## src/rtl/two_class_sorted_priority_queue_defines.svh

```systemverilog
// ----------------------------------------------------------------------------
// Two-class sorted priority queue: assertion macros
// Concurrent checks clocked on clk and disabled while rst_n is low.
// ----------------------------------------------------------------------------
`ifndef TWO_CLASS_SORTED_PRIORITY_QUEUE_DEFINES_SVH
`define TWO_CLASS_SORTED_PRIORITY_QUEUE_DEFINES_SVH

// Same-cycle implication.
`define TSPQ_ASSERT_IMP(lbl, ante, cons, msg) \
    lbl: assert property (@(posedge clk) disable iff (!rst_n) (ante) |-> (cons)) \
        else $error(msg);

// Next-cycle implication.
`define TSPQ_ASSERT_NXT(lbl, ante, cons, msg) \
    lbl: assert property (@(posedge clk) disable iff (!rst_n) (ante) |=> (cons)) \
        else $error(msg);

`endif

```

## src/rtl/tspq_pkg.sv

```systemverilog
`timescale 1ns / 1ps
// ----------------------------------------------------------------------------
// tspq_pkg
// Shared widths, opcodes and the types passed between the queue rows,
// their cells and the top level.
// ----------------------------------------------------------------------------
package tspq_pkg;

    localparam int KEY_W   = 16;
    localparam int TOTAL_W = 6;

    localparam logic OP_INSERT = 1'b0;
    localparam logic OP_POP    = 1'b1;

    localparam logic CLASS_FIRST  = 1'b0;
    localparam logic CLASS_SECOND = 1'b1;

    typedef struct packed {
        logic [KEY_W-1:0] key;
        logic             mark;
    } entry_t;

    typedef struct packed {
        logic   insert;
        logic   pop;
        entry_t entry;
    } row_cmd_t;

    typedef struct packed {
        logic   full;
        logic   empty;
        entry_t head;
    } row_stat_t;

endpackage

```

## src/rtl/tspq_req_if.sv

```systemverilog
`timescale 1ns / 1ps
// ----------------------------------------------------------------------------
// tspq_req_if
// Request channel: one insert or pop command per beat.
// ----------------------------------------------------------------------------
interface tspq_req_if;
    import tspq_pkg::*;

    logic             valid;
    logic             ready;
    logic             operation;
    logic             class_sel;
    logic [KEY_W-1:0] duration;
    logic             mark;

    modport source (
        output valid, operation, class_sel, duration, mark,
        input  ready
    );

    modport sink (
        input  valid, operation, class_sel, duration, mark,
        output ready
    );
endinterface

```

## src/rtl/tspq_rsp_if.sv

```systemverilog
`timescale 1ns / 1ps
// ----------------------------------------------------------------------------
// tspq_rsp_if
// Response channel: one result beat per request beat.
// ----------------------------------------------------------------------------
interface tspq_rsp_if;
    import tspq_pkg::*;

    logic               valid;
    logic               ready;
    logic               popped_valid;
    logic [KEY_W-1:0]   popped_duration;
    logic               popped_class;
    logic               popped_mark;
    logic               insert_accepted;
    logic [TOTAL_W-1:0] total_count;

    modport source (
        output valid, popped_valid, popped_duration, popped_class, popped_mark,
               insert_accepted, total_count,
        input  ready
    );

    modport sink (
        input  valid, popped_valid, popped_duration, popped_class, popped_mark,
               insert_accepted, total_count,
        output ready
    );
endinterface

```

## src/rtl/tspq_cell.sv

```systemverilog
`timescale 1ns / 1ps
// ----------------------------------------------------------------------------
// tspq_cell
// One slot of a sorted row. Holds an entry, compares it with the key being
// inserted and takes the new entry, its left or its right neighbor.
// ----------------------------------------------------------------------------
module tspq_cell (
    input  logic              clk,
    input  tspq_pkg::row_cmd_t cmd,
    input  logic              occ,
    input  tspq_pkg::entry_t  left_entry,
    input  logic              left_b,
    input  tspq_pkg::entry_t  right_entry,
    output tspq_pkg::entry_t  entry,
    output logic              b
);
    import tspq_pkg::*;

    entry_t entry_reg;
    entry_t entry_next;

    // set when the insert position is at or left of this slot
    assign b = !occ || (entry_reg.key > cmd.entry.key);

    always_comb
    begin
        entry_next = entry_reg;
        if (cmd.insert)
        begin
            if (left_b)
                entry_next = left_entry;
            else if (b)
                entry_next = cmd.entry;
        end
        else if (cmd.pop)
        begin
            entry_next = right_entry;
        end
    end

    always_ff @(posedge clk)
    begin
        entry_reg <= entry_next;
    end

    assign entry = entry_reg;
endmodule

```

## src/rtl/tspq_row.sv

```systemverilog
`timescale 1ns / 1ps
// ----------------------------------------------------------------------------
// tspq_row
// One class queue: a row of cells kept in ascending key order, plus the
// fill count that marks which cells are occupied.
// ----------------------------------------------------------------------------
module tspq_row #(
    parameter  int DEPTH = 16,
    localparam int CNT_W = $clog2(DEPTH + 1)
) (
    input  logic                clk,
    input  logic                rst_n,
    input  tspq_pkg::row_cmd_t  cmd,
    output tspq_pkg::row_stat_t stat,
    output logic [CNT_W-1:0]    count
);
    import tspq_pkg::*;

    logic [CNT_W-1:0] count_reg;
    logic [CNT_W-1:0] count_next;

    entry_t cell_entry [DEPTH];
    logic   cell_b     [DEPTH];

    for (genvar i = 0; i < DEPTH; i++)
    begin : g_cell
        entry_t left_entry;
        logic   left_b;
        entry_t right_entry;
        logic   occ;

        if (i == 0)
        begin : g_first
            assign left_entry = cmd.entry;
            assign left_b     = 1'b0;
        end
        else
        begin : g_mid
            assign left_entry = cell_entry[i-1];
            assign left_b     = cell_b[i-1];
        end

        if (i == DEPTH - 1)
        begin : g_last
            assign right_entry = cell_entry[i];
        end
        else
        begin : g_inner
            assign right_entry = cell_entry[i+1];
        end

        assign occ = CNT_W'(i) < count_reg;

        tspq_cell u_cell (
            .clk         (clk),
            .cmd         (cmd),
            .occ         (occ),
            .left_entry  (left_entry),
            .left_b      (left_b),
            .right_entry (right_entry),
            .entry       (cell_entry[i]),
            .b           (cell_b[i])
        );
    end

    always_comb
    begin
        count_next = count_reg;
        if (cmd.insert)
            count_next = count_reg + 1'b1;
        else if (cmd.pop)
            count_next = count_reg - 1'b1;
    end

    always_ff @(posedge clk or negedge rst_n)
    begin
        if (!rst_n)
            count_reg <= '0;
        else
            count_reg <= count_next;
    end

    assign stat.full  = count_reg == CNT_W'(DEPTH);
    assign stat.empty = count_reg == '0;
    assign stat.head  = cell_entry[0];
    assign count      = count_reg;
endmodule

```

## src/rtl/two_class_sorted_priority_queue.sv

```systemverilog
`timescale 1ns / 1ps
// ----------------------------------------------------------------------------
// two_class_sorted_priority_queue
// Two sorted queues, one per class, each a row of shifting cells.
//
// req carries one command per beat: insert (class_sel, duration, mark) or
// pop. rsp returns exactly one result beat per command, in order.
// An insert lands behind all stored entries of equal key in its class row;
// a full row refuses it and insert_accepted stays low. A pop takes the
// smaller head of the two rows, the second class on a tie; with both rows
// empty popped_valid is low.
// Each command is captured from its beat in the idle state; in the execute
// state every cell of the selected row shifts or loads in parallel and the
// result register loads, and the result is then visible on rsp. req.ready
// is low while a command executes, so a new beat waits until it is done.
// The result register holds until rsp.ready. While it is full and not taken,
// one more command beat is captured, then its shift cycle waits and
// req.ready stays low, so nothing is lost.
// Reset empties both rows (counts to zero) and drops any pending result.
// ----------------------------------------------------------------------------
module two_class_sorted_priority_queue #(
    parameter int QUEUE_CAPACITY = 16
) (
    input  logic              clk,
    input  logic              rst_n,
    tspq_req_if.sink          req,
    tspq_rsp_if.source        rsp
);
    import tspq_pkg::*;

    `include "two_class_sorted_priority_queue_defines.svh"

    localparam int CNT_W = $clog2(QUEUE_CAPACITY + 1);

    localparam logic ST_IDLE = 1'b0;
    localparam logic ST_EXEC = 1'b1;

    logic state_reg;
    logic state_next;

    logic             op_reg;
    logic             cls_reg;
    logic [KEY_W-1:0] key_reg;
    logic             mark_reg;

    logic               out_valid_reg;
    logic               out_valid_next;
    logic               pv_reg;
    logic [KEY_W-1:0]   pdur_reg;
    logic               pcls_reg;
    logic               pmark_reg;
    logic               acc_reg;
    logic [TOTAL_W-1:0] total_reg;

    row_cmd_t  cmd0;
    row_cmd_t  cmd1;
    row_stat_t stat0;
    row_stat_t stat1;
    logic [CNT_W-1:0] count0;
    logic [CNT_W-1:0] count1;

    logic go;
    logic do_ins;
    logic do_pop;
    logic ins0;
    logic ins1;
    logic have0;
    logic have1;
    logic sel0;
    logic pv;
    logic acc;
    logic [CNT_W:0] cnt_sum;
    logic [CNT_W:0] sum_after;

    assign req.ready = state_reg == ST_IDLE;

    assign go     = (state_reg == ST_EXEC) && (!out_valid_reg || rsp.ready);
    assign do_ins = go && (op_reg == OP_INSERT);
    assign do_pop = go && (op_reg == OP_POP);

    assign ins0  = do_ins && (cls_reg == CLASS_FIRST) && !stat0.full;
    assign ins1  = do_ins && (cls_reg == CLASS_SECOND) && !stat1.full;
    assign have0 = !stat0.empty;
    assign have1 = !stat1.empty;
    assign sel0  = have0 && (!have1 || (stat0.head.key < stat1.head.key));
    assign pv    = do_pop && (have0 || have1);
    assign acc   = ins0 || ins1;

    assign cmd0.insert     = ins0;
    assign cmd0.pop        = do_pop && sel0;
    assign cmd0.entry.key  = key_reg;
    assign cmd0.entry.mark = mark_reg;
    assign cmd1.insert     = ins1;
    assign cmd1.pop        = do_pop && have1 && !sel0;
    assign cmd1.entry.key  = key_reg;
    assign cmd1.entry.mark = mark_reg;

    tspq_row #(.DEPTH(QUEUE_CAPACITY)) u_row0 (
        .clk   (clk),
        .rst_n (rst_n),
        .cmd   (cmd0),
        .stat  (stat0),
        .count (count0)
    );

    tspq_row #(.DEPTH(QUEUE_CAPACITY)) u_row1 (
        .clk   (clk),
        .rst_n (rst_n),
        .cmd   (cmd1),
        .stat  (stat1),
        .count (count1)
    );

    assign cnt_sum   = (CNT_W+1)'(count0) + (CNT_W+1)'(count1);
    assign sum_after = cnt_sum + (CNT_W+1)'(acc) - (CNT_W+1)'(pv);

    always_comb
    begin
        state_next = state_reg;
        unique case (state_reg)
            ST_IDLE:
            begin
                if (req.valid)
                    state_next = ST_EXEC;
            end
            ST_EXEC:
            begin
                if (go)
                    state_next = ST_IDLE;
            end
            default:
            begin
                state_next = ST_IDLE;
            end
        endcase
    end

    always_comb
    begin
        out_valid_next = out_valid_reg;
        if (go)
            out_valid_next = 1'b1;
        else if (rsp.ready)
            out_valid_next = 1'b0;
    end

    always_ff @(posedge clk or negedge rst_n)
    begin
        if (!rst_n)
        begin
            state_reg     <= ST_IDLE;
            out_valid_reg <= 1'b0;
        end
        else
        begin
            state_reg     <= state_next;
            out_valid_reg <= out_valid_next;
        end
    end

    // capture the command beat
    always_ff @(posedge clk)
    begin
        if (req.valid && req.ready)
        begin
            op_reg   <= req.operation;
            cls_reg  <= req.class_sel;
            key_reg  <= req.duration;
            mark_reg <= req.mark;
        end
    end

    // load the result beat
    always_ff @(posedge clk)
    begin
        if (go)
        begin
            pv_reg    <= pv;
            pdur_reg  <= pv ? (sel0 ? stat0.head.key : stat1.head.key) : '0;
            pcls_reg  <= pv && !sel0;
            pmark_reg <= pv && (sel0 ? stat0.head.mark : stat1.head.mark);
            acc_reg   <= acc;
            total_reg <= TOTAL_W'(sum_after);
        end
    end

    assign rsp.valid           = out_valid_reg;
    assign rsp.popped_valid    = pv_reg;
    assign rsp.popped_duration = pdur_reg;
    assign rsp.popped_class    = pcls_reg;
    assign rsp.popped_mark     = pmark_reg;
    assign rsp.insert_accepted = acc_reg;
    assign rsp.total_count     = total_reg;

    `TSPQ_ASSERT_NXT(a_accept_then_exec, req.valid && req.ready,
        state_reg == ST_EXEC && !req.ready, "accepted beat did not start execution")
    `TSPQ_ASSERT_IMP(a_count_bound,
        1'b1, count0 <= CNT_W'(QUEUE_CAPACITY) && count1 <= CNT_W'(QUEUE_CAPACITY),
        "row count above capacity")
    `TSPQ_ASSERT_NXT(a_insert_grows, go && acc,
        cnt_sum == $past(cnt_sum) + 1'b1, "accepted insert did not add one entry")
    `TSPQ_ASSERT_NXT(a_pop_shrinks, go && pv,
        cnt_sum == $past(cnt_sum) - 1'b1, "pop did not remove one entry")
    `TSPQ_ASSERT_IMP(a_result_exclusive, rsp.valid,
        !(rsp.popped_valid && rsp.insert_accepted), "result both popped and inserted")
endmodule

```

## src/flat_wrapper.sv

```systemverilog
// flat-port wrapper written by rule: the top's interface ports become plain ports
module two_class_sorted_priority_queue_flat import tspq_pkg::*;
#(
    parameter int QUEUE_CAPACITY = 16
)
  (clk, rst_n, req_valid, req_operation, req_class_sel, req_duration, req_mark, req_ready, rsp_valid, rsp_popped_valid, rsp_popped_duration, rsp_popped_class, rsp_popped_mark, rsp_insert_accepted, rsp_total_count, rsp_ready);
  tspq_req_if req_i ();
  tspq_rsp_if rsp_i ();
  input  logic clk;
  input  logic rst_n;
  input wire logic [$bits(req_i.valid)-1:0] req_valid;
  input wire logic [$bits(req_i.operation)-1:0] req_operation;
  input wire logic [$bits(req_i.class_sel)-1:0] req_class_sel;
  input wire logic [$bits(req_i.duration)-1:0] req_duration;
  input wire logic [$bits(req_i.mark)-1:0] req_mark;
  output wire logic [$bits(req_i.ready)-1:0] req_ready;
  output wire logic [$bits(rsp_i.valid)-1:0] rsp_valid;
  output wire logic [$bits(rsp_i.popped_valid)-1:0] rsp_popped_valid;
  output wire logic [$bits(rsp_i.popped_duration)-1:0] rsp_popped_duration;
  output wire logic [$bits(rsp_i.popped_class)-1:0] rsp_popped_class;
  output wire logic [$bits(rsp_i.popped_mark)-1:0] rsp_popped_mark;
  output wire logic [$bits(rsp_i.insert_accepted)-1:0] rsp_insert_accepted;
  output wire logic [$bits(rsp_i.total_count)-1:0] rsp_total_count;
  input wire logic [$bits(rsp_i.ready)-1:0] rsp_ready;
  assign req_i.valid = req_valid;
  assign req_i.operation = req_operation;
  assign req_i.class_sel = req_class_sel;
  assign req_i.duration = req_duration;
  assign req_i.mark = req_mark;
  assign req_ready = req_i.ready;
  assign rsp_valid = rsp_i.valid;
  assign rsp_popped_valid = rsp_i.popped_valid;
  assign rsp_popped_duration = rsp_i.popped_duration;
  assign rsp_popped_class = rsp_i.popped_class;
  assign rsp_popped_mark = rsp_i.popped_mark;
  assign rsp_insert_accepted = rsp_i.insert_accepted;
  assign rsp_total_count = rsp_i.total_count;
  assign rsp_i.ready = rsp_ready;
  two_class_sorted_priority_queue #(.QUEUE_CAPACITY(QUEUE_CAPACITY)) u_core (.clk(clk), .rst_n(rst_n), .req(req_i), .rsp(rsp_i));
endmodule
```

## config.mk

```make
export PLATFORM = sky130hd
export DESIGN_NAME = two_class_sorted_priority_queue_flat
export DESIGN_NICKNAME = d
export VERILOG_FILES = /design/src/rtl/tspq_pkg.sv /design/src/rtl/tspq_req_if.sv /design/src/rtl/tspq_rsp_if.sv /design/src/rtl/tspq_cell.sv /design/src/rtl/tspq_row.sv /design/src/rtl/two_class_sorted_priority_queue.sv /design/src/flat_wrapper.sv
export VERILOG_INCLUDE_DIRS = /design/src /design/src/rtl
export SDC_FILE = /design/constraint.sdc
export NUM_CORES = 2
export LEC_CHECK = 0
export BUFFER_PORTS_ARGS = -buffer_cell sky130_fd_sc_hd__buf_2
export CAP_MARGIN = 20
export CORE_MARGIN = 1.5
export CORE_UTILIZATION = 56
export DETAILED_ROUTE_END_ITERATION = 10
export GPL_ROUTABILITY_DRIVEN = 0
export HOLD_SLACK_MARGIN = 0.05
export PLACE_DENSITY = 0.75
export SKIP_CTS_REPAIR_TIMING = 1
export SYNTH_ARGS = -nofsm -noshare
export SYNTH_HDL_FRONTEND = slang
export SYNTH_SLANG_ARGS = --single-unit
```

## constraint.sdc

```tcl
create_clock -name clk -period 13.9 [get_ports clk]
set_input_delay 0.695 -clock clk [delete_from_list [all_inputs] [get_ports clk]]
set_output_delay 0.695 -clock clk [all_outputs]
set_load 0.01 [all_outputs]
```

; Word-level counts from Yosys, hierarchy flattened
; Cells that the tools add are included.
[totals]
reg_bits = 601
output_inout_bits = 28
[op_classes]
n_reduce_logical = 128
n_mux = 133
magnitude_cmp = 65
eq_ne = 32
addsub = 7
bitwise = 3
[ops]
columns = op, count
row1 = 17-bit two-way mux, 122
row2 = 16-bit > comparator, 32
row3 = 3-bit != test (second input constant), 28
row4 = 4-bit by 5-bit < comparator with 1-bit output (first input constant), 16
row5 = 2-bit AND reduction, 32
row6 = 3-bit by 5-bit < comparator with 1-bit output (first input constant), 8
row7 = 1-bit logical NOT, 38
row8 = 1-bit logical OR, 36
row9 = 1-bit by 5-bit < comparator with 1-bit output (first input constant), 4
row10 = 2-bit by 5-bit < comparator with 1-bit output (first input constant), 4
row11 = 5-bit two-way mux, 4
row12 = 16-bit < comparator, 1
row13 = 16-bit two-way mux, 1
row14 = 1-bit logical AND, 15
row15 = 5-bit by 1-bit adder with 5-bit output (second input constant), 2
row16 = 5-bit equality test (second input constant), 2
row17 = 5-bit logical NOT, 2
row18 = 2-bit nonzero test, 5
row19 = 5-bit by 1-bit subtractor with 5-bit output (second input constant), 2
row20 = 5-bit by 5-bit adder with 6-bit output, 1
row21 = 6-bit by 1-bit adder with 6-bit output, 1
row22 = 6-bit by 1-bit subtractor with 6-bit output, 1
row23 = 1-bit two-way mux, 5
row24 = 2-bit != test (second input constant), 2
row25 = other kinds (2), 4

; Longest topological paths before layout
[logic_depth]
ltp_word = 9
mapped_depth = 18
depth_no_buf = 14

; Hierarchy
; A second synthesis with hierarchy kept.
[unflattened]
cells_unflattened = 4588
hier_area_um2 = 44681.6
[by_module_without_submodules]
columns = module, cells_each, seq_area_each_um2, area_each_um2, instances
row1 = tspq_cell, 133, 510.5, 1288.7, 32
row2 = two_class_sorted_priority_queue, 214, 1401.3, 2533.7, 1
row3 = tspq_row, 59, 125.1, 454.2, 2

; Least setup slack after synthesis
; No wires, ideal clock.
[synth_timing]
path_type = register -> register
start = register u_core.key_reg[15]
end = register u_core.u_row1.g_cell[1].u_cell.entry_reg, in the netlist u_core.u_row1.g_cell[1].u_cell.entry[0], enable pin
path_stages_with_launch = 12
path_slack_ns = 9.391
path_buffers = 3
synth_period_minus_slack_ns = 4.509
arrival_ns = 4.108
cell_sequence = edfxtp_1 > inv_1 > clkbuf_1 > ha_1 > nand4_1 > or4_1 > a21oi_1 > a211o_1 > o21ai_1 > buf_2 > buf_4 > a31oi_1
[synth_between]
elab_chain_cells = 4
word_cells_on_any_way = 6
[synth_lines]
columns = item, line
row1 = "start, declared", two_class_sorted_priority_queue.sv:43  ; logic [KEY_W-1:0] key_reg;
row2 = "start signal, assigned", two_class_sorted_priority_queue.sv:168  ; key_reg <= req.duration;
row3 = 16-bit > comparator, tspq_cell.sv:23  ; assign b = !occ || (entry_reg.key > cmd.entry.key);
row4 = 1-bit logical OR, tspq_cell.sv:23
row5 = 3-bit != test (no source line) *, n/a
row6 = 2-bit AND reduction (no source line) *, n/a
row7 = "end signal, assigned", tspq_cell.sv:43  ; entry_reg <= entry_next;
row8 = "end, declared", tspq_cell.sv:19  ; entry_t entry_reg;
; Mark *: on every way between the ends. The rest lies on a longest branch, timed or not.
; A chain may end at the register's enable or synchronous reset.

; Final worst setup path
[layout_timing]
start = register u_core.key_reg[1]
end = register u_core.u_row0.g_cell[1].u_cell.entry_reg, in the netlist u_core.u_row0.g_cell[1].u_cell.entry[15], enable pin
[layout_between]
elab_chain_cells = 4
word_cells_on_any_way = 6
[layout_lines]
columns = item, line
row1 = 16-bit > comparator, tspq_cell.sv:23
row2 = 1-bit logical OR, tspq_cell.sv:23
row3 = 3-bit != test (no source line) *, n/a
row4 = 2-bit AND reduction (no source line) *, n/a
row5 = "end signal, assigned", tspq_cell.sv:43
row6 = "end, declared", tspq_cell.sv:19
; Marked as above.

==> metrics.md <==
| Metric | Value |
|---|---|
| Number of library cell types mapped by synthesis | `just under 80` |
| Via count of the first global-routing pass | `32600` |
| Clock Tree Root | `sky130_fd_sc_hd__clkbuf_16` |
| Clock skew | `between 0.03 and 0.04 ns` |
| Global-route usage over all layers | `0.337` |
| Post-Syn Area | `41400 sq um` |
| Starting Density | `0.567` |
| Setup repair after global routing missed its margin | `false` |
| Antenna-violating nets left | `0` |
| Total die area | `about 76000 sq um` |
| Class of the most critical setup path | `flip-flop to flip-flop` |
| Fmax | `208 MHz` |
| Peak VDD IR | `between 150 and 200 uV` |
| Routed wire length per instance | `25.9 um` |
| 1st-iter DRT viols | `4132` |
| Worst Hold Class | `primary input to flip-flop` |
| Fraction of final layout cells sized beyond drive strength 1 | `0.100` |
| Final count of negative-setup-slack endpoints | `0` |
| Number of port buffers | `50` |
| Flip-flop and latch count after synthesis | `601` |
| Die H | `275 um` |
| Drc violations | `10` |
| Post-DP HPWL | `87700 um` |
| Clock slew at the register clock pins of the worst setup and hold paths | `0.06 ns` |
| Async S/R FF share, synth | `0.0200` |
| Count of mapped cells out of synthesis | `~4000` |
| Accumulated negative setup slack | `0 ns` |
| Largest fanout on the critical path | `32` |
| Violated checks | `DRC` |
| Syn Area/Cell | `10.3 sq um` |
| Primary flip-flop cell chosen by synthesis mapping | `sky130_fd_sc_hd__edfxtp_1` |
| Worst skew pair latency | `0.64 ns` |
| Crit path capture type | `flip-flop` |
| Clock period minus final worst setup slack | `4.80 ns` |
| PnR worst setup slack | `approximately 9.1 ns` |
| Synth warnings | `0` |
| TritonCTS clock tree | `yes` |
| Synthesized net count | `4579` |
| Signed area change from the synthesized netlist to the final layout | `8.64%` |
| Routed vias | `34400` |
| Remaining Overflow, GRT | `0` |
| Hold Violations, Final | `0` |
| Number of synthesized flops with an enable pin | `589` |
| Clock net sink count | `approximately 600` |
| Run status | `finished, violations left` |
| Ratio of total power to cell area | `215 nW/um^2` |
| Utilization of the core after routing | `0.616` |
| Fraction of the cycle the final worst path needs | `0.346` |
| I/O pin cnt | `51` |
| DRT Pass-1 Iters | `11` |
| Chip Width | `275 um` |
| WHS | `0.240 ns` |
| Wire length of the first global-routing pass | `just under 200000 um` |
| Vias per cell | `slightly below 7` |
| Max Root-Sink Buffers | `3` |
| Pre-CTS setup slack | `approximately 8.9 ns` |
| Leakage power | `18.0 nW` |
| Number of antenna violations at the first check in global routing | `1` |
| Type of element launching the critical path | `flip-flop` |
| Max cap viols | `0` |
| CP Data Required Time | `around 14 ns` |
| Final Routed Wirelength | `around 130000 um` |
| Std cell rows | `just under 100` |
| Total clock buffers created by CTS | `70` |
| Core Area | `73100 sq um` |
| Data arrival time of the critical path | `5.05 ns` |
| H-tree lvl count | `3` |
| Maximum number of pins on one net before global-route repair | `~190` |
| Max Slew Vio Count | `0` |
| Filler cell count | `5905` |
| Part of the Yosys area used for sequential elements | `0.434` |
| Post-layout net count | `around 4600` |
| Headroom to the max-slew limit | `0.240` |
| Actual slew at the worst max-slew pin | `1.13 ns` |
## report_power, final
group          switching [mW]  internal (mW)
Clock                   0.796           1.02
Combinational            2.66           1.66
Sequential              0.643           2.92
## per-stage QoR
stage          instances  power, mW  instance area, sq um
2_1_floorplan       4010       6.34                 41400
3_3_place_gp        4860       7.57                 42700
5_1_grt             4999       10.2                 45000
4_1_cts             4990       9.54                 44900
6_report            5000       9.69                 45000
3_5_place_dp        4863       7.73                 42700
## Yosys cell counts, types with 18 or more instances
| library cell | n | share of area |
|---|---|---|
| sky130_fd_sc_hd__inv_1 | 117 | 0.011 |
| sky130_fd_sc_hd__o211ai_1 | 24 | 0.0043 |
| sky130_fd_sc_hd__a31oi_1 | 18 | 0.0027 |
| sky130_fd_sc_hd__a21oi_1 | 436 | 0.053 |
| sky130_fd_sc_hd__nor2_1 | 253 | 0.023 |
| sky130_fd_sc_hd__nand2_1 | 342 | 0.031 |
| sky130_fd_sc_hd__o21ai_1 | 66 | 0.0080 |
| sky130_fd_sc_hd__a311oi_1 | 51 | 0.011 |
| sky130_fd_sc_hd__nor2b_1 | 32 | 0.0048 |
| sky130_fd_sc_hd__nor3_1 | 70 | 0.0085 |
| sky130_fd_sc_hd__clkbuf_1 | 171 | 0.015 |
| sky130_fd_sc_hd__o21ai_0 | 221 | 0.027 |
| sky130_fd_sc_hd__mux2_2 | 32 | 0.0087 |
| sky130_fd_sc_hd__a21o_1 | 39 | 0.0071 |
| sky130_fd_sc_hd__o22ai_1 | 152 | 0.023 |
| sky130_fd_sc_hd__nand4_1 | 94 | 0.014 |
| sky130_fd_sc_hd__o221a_2 | 51 | 0.014 |
| sky130_fd_sc_hd__a211oi_1 | 20 | 0.0036 |
| sky130_fd_sc_hd__buf_2 | 50 | 0.0060 |
| sky130_fd_sc_hd__a221oi_1 | 26 | 0.0055 |
| sky130_fd_sc_hd__mux2i_1 | 271 | 0.065 |
| sky130_fd_sc_hd__nand2b_1 | 56 | 0.0085 |
| sky130_fd_sc_hd__ha_1 | 544 | 0.16 |
| sky130_fd_sc_hd__edfxtp_1 | 589 | 0.43 |
| sky130_fd_sc_hd__nand3_1 | 60 | 0.0072 |
## area by class of cell
class,instances,area [sq um],area share
timing repair buffer,144,1050,0.0233
sequential,601,18000,0.400
antenna,1,2.50,0.0000556
clock inverter,38,287,0.00636
clock buffer,89,1880,0.0419
inverter,126,473,0.0105
multi-input combinational,3042,22100,0.492
tap,959,1200,0.0267
## layer usage
metal | GRT usage | up-vias | share of wire
met1 | 0.454 | 16500 | 0.40
met3 | 0.0674 | 400 | 0.11
met4 | 0.158 | 2 | 0.050
met2 | 0.523 | 2072 | 0.45
met5 | 0 | - | 0.000085
li1 | - | 15500 | -
## cell usage in the layout (no fill, tap or decap), types with 14 or more instances in the layout
cell and instances:
sky130_fd_sc_hd__edfxtp_1 589, sky130_fd_sc_hd__ha_1 544, sky130_fd_sc_hd__a21oi_1 435, sky130_fd_sc_hd__nand2_1 342, sky130_fd_sc_hd__mux2i_1 271, sky130_fd_sc_hd__nor2_1 253, sky130_fd_sc_hd__o21ai_0 218, sky130_fd_sc_hd__o22ai_1 152
sky130_fd_sc_hd__inv_1 102, sky130_fd_sc_hd__nand4_1 94, sky130_fd_sc_hd__buf_4 81, sky130_fd_sc_hd__clkbuf_16 71, sky130_fd_sc_hd__nor3_1 69, sky130_fd_sc_hd__o21ai_1 62, sky130_fd_sc_hd__nand3_1 60, sky130_fd_sc_hd__nand2b_1 56
sky130_fd_sc_hd__a311oi_1 51, sky130_fd_sc_hd__o221a_2 51, sky130_fd_sc_hd__buf_2 50, sky130_fd_sc_hd__a21o_1 39, sky130_fd_sc_hd__mux2_2 32, sky130_fd_sc_hd__nor2b_1 31, sky130_fd_sc_hd__a221oi_1 26, sky130_fd_sc_hd__o211ai_1 24
sky130_fd_sc_hd__inv_2 22, sky130_fd_sc_hd__a211oi_1 19, sky130_fd_sc_hd__clkinv_2 19, sky130_fd_sc_hd__nor4_1 15, sky130_fd_sc_hd__clkbuf_1 14
## critical path, cell delays in order (launching register included)
cell	delay [ns]
sky130_fd_sc_hd__edfxtp_1	0.36
sky130_fd_sc_hd__buf_4	0.35
sky130_fd_sc_hd__inv_2	0.41
sky130_fd_sc_hd__buf_4	0.60
sky130_fd_sc_hd__ha_1	0.37
sky130_fd_sc_hd__nor2b_1	0.13
sky130_fd_sc_hd__o211ai_1	0.14
sky130_fd_sc_hd__a21boi_0	0.11
sky130_fd_sc_hd__o31ai_1	0.20
sky130_fd_sc_hd__a21o_1	0.90
sky130_fd_sc_hd__nand2b_1	0.26
sky130_fd_sc_hd__a21o_1	0.54
## worst paths after layout
kind	start	to	slack (ns)	cells after the start
setup / recovery	u_core.key_reg[1]	u_core.u_row0.g_cell[1].u_cell.entry[15]	9.10	11
hold / removal	req_duration[4]	u_core.key_reg[4]	0.24	1
hold reg to reg	u_core.u_row1.g_cell[2].u_cell.entry[1]	u_core.u_row1.g_cell[1].u_cell.entry[1]	0.57	2
setup reg to reg	u_core.key_reg[1]	u_core.u_row0.g_cell[1].u_cell.entry[15]	9.10	11
min in group asynchronous	rst_n	u_core.rsp.valid	0.53	2
max in group asynchronous	rst_n	u_core.u_row0.count[0]	13.05	2
## cell families (layout without fill, tap and decap cells)
group	count (synthesis)	in the layout	synth area share
buf+inv	367	397	0.0362
compound gates	1184	1184	0.175
mux	303	303	0.0742
fa+ha+maj	546	546	0.165
simple gates	997	997	0.113
xor+xnor	12	12	0.00254
other cells	0	1	0
flops	601	601	0.434
No activity file was read; power rests on OpenSTA's default activity.
